$ cat config.mk
export PLATFORM = sky130hd
export DESIGN_NAME = tsup_ctrl
export DESIGN_NICKNAME = d
export VERILOG_FILES = /design/src/hw/rtl/tsup_pkg.sv /design/src/hw/rtl/tsup_ctrl.sv
export VERILOG_INCLUDE_DIRS = /design/src /design/src/hw/rtl
export SDC_FILE = /design/constraint.sdc
export NUM_CORES = 1
export LEC_CHECK = 0
export BUFFER_PORTS_ARGS = -buffer_cell sky130_fd_sc_hd__clkbuf_2
export CORE_AREA = 2 2 39 41
export DETAILED_ROUTE_END_ITERATION = 12
export DIE_AREA = 0 0 41 43
export HOLD_SLACK_MARGIN = 0.12
export PLACE_DENSITY = 0.34
export RECOVER_POWER = 100
export REMOVE_ABC_BUFFERS = 1
export SLEW_MARGIN = 20
export SYNTH_ARGS = -nofsm -noshare
export SYNTH_HDL_FRONTEND = slang
export SYNTH_SLANG_ARGS = --single-unit
$ cat constraint.sdc
create_clock -name aclk -period 2.2 [get_ports aclk]
set_input_delay 0.11 -clock aclk [delete_from_list [all_inputs] [get_ports aclk]]
set_output_delay 0.11 -clock aclk [all_outputs]
set_load 0.005 [all_outputs]
$ cat src/hw/rtl/trie_shortest_unique_prefix_core_macros.svh
// ============================================================================
// Trie prefix core assertion macros
// Shared concurrent assertion wrappers for the trie prefix core. Assertions
// compile away when SYNTHESIS is defined.
// ============================================================================
`ifndef TRIE_SHORTEST_UNIQUE_PREFIX_CORE_MACROS_SVH
`define TRIE_SHORTEST_UNIQUE_PREFIX_CORE_MACROS_SVH

`ifndef SYNTHESIS

// Clocked assertion that is disabled while reset is asserted.
`define TSUP_ASSERT(lbl, clk, rstn, prop) \
    lbl: assert property (@(posedge clk) disable iff (!(rstn)) (prop)) \
        else $error("tsup assertion failed");

// Clocked assertion that is checked during reset as well.
`define TSUP_ASSERT_ALWAYS(lbl, clk, prop) \
    lbl: assert property (@(posedge clk) (prop)) \
        else $error("tsup assertion failed");

`else

`define TSUP_ASSERT(lbl, clk, rstn, prop)
`define TSUP_ASSERT_ALWAYS(lbl, clk, prop)

`endif

`endif

$ cat src/hw/rtl/tsup_pkg.sv
// ============================================================================
// Trie prefix core package
// Shared constants, status codes and controller/datapath interface types.
// ============================================================================
`default_nettype none

package tsup_pkg;

    // Default sizing of the trie.
    localparam int NODE_COUNT_DEF  = 32768;
    localparam int ALPHABET_DEF    = 26;
    localparam int COUNT_WIDTH_DEF = 11;

    // Fixed field widths.
    localparam int LETTER_W = 5;
    localparam int STATUS_W = 2;

    // Item kinds.
    localparam logic KIND_INSERT = 1'b0;
    localparam logic KIND_QUERY  = 1'b1;

    // Result status codes.
    typedef enum logic [STATUS_W-1:0] {
        STATUS_OK        = 2'd0,
        STATUS_FULL      = 2'd1,
        STATUS_NOT_FOUND = 2'd2
    } status_t;

    // Commands from the controller to the datapath.
    typedef struct packed {
        logic accept;   // latch the input beat and read the child slot
        logic check;    // read the node entry of the fetched child
        logic commit;   // apply the update and load the result
    } cmd_t;

    // Status from the datapath to the controller.
    typedef struct packed {
        logic has_result;   // the current item produces a result beat
        logic out_free;     // the output register can take a beat now
    } stat_t;

endpackage

`default_nettype wire

$ cat src/hw/rtl/tsup_ctrl.sv
// ============================================================================
// Trie prefix core controller
// Three-state sequencer: accept and child read, node entry read, update.
// ============================================================================
`default_nettype none

`include "trie_shortest_unique_prefix_core_macros.svh"

module tsup_ctrl (
    input  wire logic           aclk,
    input  wire logic           aresetn,
    input  wire logic           s_valid,
    output logic                s_ready,
    input  wire tsup_pkg::stat_t stat,
    output tsup_pkg::cmd_t      cmd
);
    import tsup_pkg::*;

    typedef enum logic [2:0] {
        ST_IDLE   = 3'b001,
        ST_CHECK  = 3'b010,
        ST_UPDATE = 3'b100
    } state_t;

    state_t state_reg;
    state_t state_next;

    // Commands decoded from the state.
    always_comb begin
        cmd.accept = (state_reg == ST_IDLE) && s_valid;
        cmd.check  = (state_reg == ST_CHECK);
        cmd.commit = (state_reg == ST_UPDATE) && (!stat.has_result || stat.out_free);
    end

    assign s_ready = (state_reg == ST_IDLE);

    // Next state.
    always_comb begin
        state_next = state_reg;
        case (state_reg)
            ST_IDLE: begin
                if (cmd.accept) begin
                    state_next = ST_CHECK;
                end
            end
            ST_CHECK: begin
                state_next = ST_UPDATE;
            end
            ST_UPDATE: begin
                if (cmd.commit) begin
                    state_next = ST_IDLE;
                end
            end
            default: begin
                state_next = ST_IDLE;
            end
        endcase
    end

    // State register.
    always_ff @(posedge aclk) begin
        if (!aresetn) begin
            state_reg <= ST_IDLE;
        end else begin
            state_reg <= state_next;
        end
    end

    // An accepted beat always moves on to the node read.
    `TSUP_ASSERT(a_accept_to_check, aclk, aresetn, cmd.accept |=> (state_reg == ST_CHECK))
    // The node read always moves on to the update.
    `TSUP_ASSERT(a_check_to_update, aclk, aresetn, cmd.check |=> (state_reg == ST_UPDATE))
    // The update waits only while a result is blocked by the output register.
    `TSUP_ASSERT(a_update_holds, aclk, aresetn, ((state_reg == ST_UPDATE) && !cmd.commit) |=> (state_reg == ST_UPDATE))

endmodule

`default_nettype wire

---- After elaboration in Yosys (flattened, before gate mapping) ----
Index checks and enable logic that the tools add are counted.
storage, ports and cells
  word-level logic and storage cells ...... 14
  register bits ........................... 3
  output and inout port bits .............. 4
  input bits .............................. 5
cells by class
  reduce and logical (&&, ||, !) cells .... 5
  equality and inequality tests ........... 5
  muxes and demuxes ....................... 3
operators with widths
  kind                number
  $pmux 3 s3          1
  $mux 3              2
  $eq 3x1->1 const B  1
  $eq 3x2->1 const B  1
  $eq 3x3->1 const B  1
  $logic_and 1x1->1   2
  $ne 2x1->1 const B  1
  $ne 2x2->1 const B  1
  $reduce_and 2->1    1
  $logic_not 1->1     1
  $logic_or 1x1->1    1

---- Longest topological paths before layout ----
  word-level depth ........................ 5
  mapped depth ............................ 3
  mapped depth without buffers ............ 3

---- Worst setup path before layout ----
Ideal clock, no wire load.
  path kind ............................... reg2out
  start point ............................. register state_reg[1]
  end point ............................... output port cmd[1] (netlist bit)
  arrival ................................. 0.828 ns
  slack ................................... 1.262 ns
  stages on the path, launching flop included .. 3
  buffers on the path ..................... 1
  cell sequence ........................... dfxtp_1 -> nor3b_1 -> buf_4
RTL lines
  element                 RTL line         text
  from (decl)             tsup_ctrl.sv:25  state_t state_reg;
  from (signal assigned)  tsup_ctrl.sv:65  state_reg <= state_next;
  to (decl)               tsup_ctrl.sv:15  output tsup_pkg::cmd_t cmd

==> out/qor.csv <==
metric,value,unit
run status,completed,
total global-route track usage,6.62,%
number of H-tree branching levels,1,
peak per-stage delay on the critical path,350,ps
average instance area after synthesis,10.6,um^2
GRT Residual Overflow,0,
final worst path period share,61.9,%
Fin Clk Skew,3.45,ps
element type at the critical path start,register,
Register-to-Register Setup Slack,1110,ps
Routed WL per cell,8.02,um
number of pins exceeding their max-slew limit in the final report,0,
maximum clock path buffer count,2,
proportion of synthesized chip area in sequential cells,35.6,%
min Tclk post-route,1360,ps
Worst-path clk slew,40,ps
Buffers on Ports,8,
final count of negative-setup-slack endpoints,0,
TritonCTS clock tree,built,
power per standard cell area,729,nW/um^2
number of buffers added by the clock tree synthesis step,3,
Clock Sink Count,3,
post-synthesis compound-gate area fraction,7.41,%
Worst Setup Path Type,reg -> out,
RSZ-0062 raised after global routing,no,
Ant. Diodes,0,
Crit path required time,2090,ps
synthesized-area fraction occupied by and/or/nand/nor cells,46.7,%
total number of yosys warnings,0,
Chip Height,43,um
standby leakage power,0.0968,nW
worst setup slack after placement,1180,ps
clk root buf,sky130_fd_sc_hd__clkbuf_4,
"most common cell after layout, fill and taps aside",sky130_fd_sc_hd__clkbuf_2,
Area contributors post-synth,"sky130_fd_sc_hd__dfxtp_1, sky130_fd_sc_hd__nor3b_2, sky130_fd_sc_hd__nor3b_1, sky130_fd_sc_hd__nor2b_1, sky130_fd_sc_hd__o31ai_2",
Boundary Pins,9,
fin nets,34,
total via count after detailed routing,155,
clock latency reported for the late side of the worst-skew pair,230,ps
number of detailed-route iterations in the first pass,1,
Detail Route Antenna Nets,0,
number of DRC markers after the initial detailed-route iteration,0,
Final Non-Filler Cells,44,
biggest area consumer among synthesized cells,sky130_fd_sc_hd__dfxtp_1,
HPWL reported at the end of detailed placement,276,um
placement-stage cell area,221,um^2
maximum number of pins on one net before global-route repair,6,
area occupied by multi-input gates,88.8,um^2
class of the tightest hold or removal check,in -> reg,
width of the die,41,um
Worst Max-Slew Pin Slew,323,ps
worst reg2reg path startpoint,state_reg[0]$_SDFFE_PN1P_,
first-pass GRT wire length,703,um
post-synthesis adder-cell area fraction,0,%
RD Place Congestion,0.598,
final-report hold violation count,0,
upper clock frequency limit,0.735,GHz
Cells after DPL,39,
antenna violations before repair,0,
initial standard-cell utilization of the core,12.2,%
fill count,152,
floorplan core area,1380,um^2
MaxCap Viol Count,0,
die outline area,1760,um^2
critical path endpoint category,output pin,
total design power,0.178,mW
# rows,14,
family with the most delay on the worst path,simple AND/OR/NAND/NOR gates,
area occupied by registers,60.1,um^2
biggest fanout along the worst timing path,4,
Unique masters post-synth,11,
worst IR drop on VDD,211,uV
synthesized flop and latch total,3,
worst slew margin relative to its limit,78.4,%
flip-flop count of the largest register after layout,3,
startpoint of the lowest-slack hold path,s_valid,
count of buffering cells on the critical path with inverters included,1,
worst setup path start,state_reg[0]$_SDFFE_PN1P_,
final routed DRC violation total,0,
share of synthesized area spent on multiplexers,5.93,%
proportion of layout cells with a drive suffix above 1,39.3,%
number of vias per cell,3.52,
postcts setup bufs,0,
setup TNS after final layout,0,ps
"Gates resized, CTS repair",0,
"leading cell types in the layout, fill and taps excluded","sky130_fd_sc_hd__clkbuf_2, sky130_fd_sc_hd__nor3b_1, sky130_fd_sc_hd__clkbuf_4, sky130_fd_sc_hd__dfxtp_1",
master of the slowest instance on the critical path,sky130_fd_sc_hd__dfxtp_1,
number of instances in the synthesized netlist,16,
number of hold buffers added after cts,1,
main combinational cell family by area after synthesis,simple AND/OR/NAND/NOR gates,
via count of the first global-routing pass,196,
PnR worst setup slack,839,ps
list of cells traversed by the critical path,"nor3b_1, and2_0, clkbuf_2",
area growth from synthesis to layout,44.4,%
area share of the largest cell type after synthesis,35.6,%
Total Wirelength,353,um
xor/xnor cell area share of the yosys netlist,0,%
Worst Path Arrival,1250,ps
final standard cell area without fillers,244,um^2
area of the mapped netlist,169,um^2
## metal layers
metal / track usage (%) / routed length, um
met1: 6.73 / 142
met2: 8.44 / 161
met3: 1.57 / 49
met4: 10.0 / 0
met5: 0 / 0
## stage by stage
stage / util [%] / hold WS (ps)
2_1_floorplan: - / 175
3_3_place_gp: 16.0 / 302
3_5_place_dp: 16.0 / 300
4_1_cts: 18.6 / 135
5_1_grt: 17.6 / 150
6_report: 17.6 / 131
## Yosys cell counts, drive strengths merged
cell type and number:
nor3 1, nor2b 2, mux2i 1, dfxtp 3
and2 1, buf 1, o31ai 1, nor3b 4
nand2b 1, and3 1
## power breakdown
group	total (mW)	internal, mW	switching, mW
clock	0.0966	0.0680	0.0286
combinational	0.0208	0.0122	0.00859
sequential	0.0604	0.0576	0.00284
total	0.178	0.138	0.0400
## final cells by class
| cell class | instances | share of cell area, % |
|---|---|---|
| flip-flops and latches | 3 | 24.6 |
| well taps | 16 | 8.21 |
| clock buffers | 4 | 10.8 |
| repair buffers | 9 | 20.0 |
| multi-input cells | 12 | 36.4 |
## worst reg2reg max path, cell delays in order, from the launching register on
cell and delay [ps]:
sky130_fd_sc_hd__dfxtp_1 350, sky130_fd_sc_hd__nor3b_1 310, sky130_fd_sc_hd__and2_0 230, sky130_fd_sc_hd__o31ai_2 80
## worst paths after layout
kind | end | depth (start not counted)
setup / recovery | cmd[2] | 3
hold / removal | state_reg[1]$_SDFFE_PN0P_ | 2
setup reg to reg | state_reg[0]$_SDFFE_PN1P_ | 3
hold reg to reg | state_reg[2]$_SDFFE_PN0P_ | 1
## cells by family after synthesis
kind of cell           Yosys count
multiplexers                     1
AND/OR/NAND/NOR                 10
buffers and inverters            1
flip-flops                       3
AO/OA/AOI/OAI                    1
(Power assumes the default switching activity.)
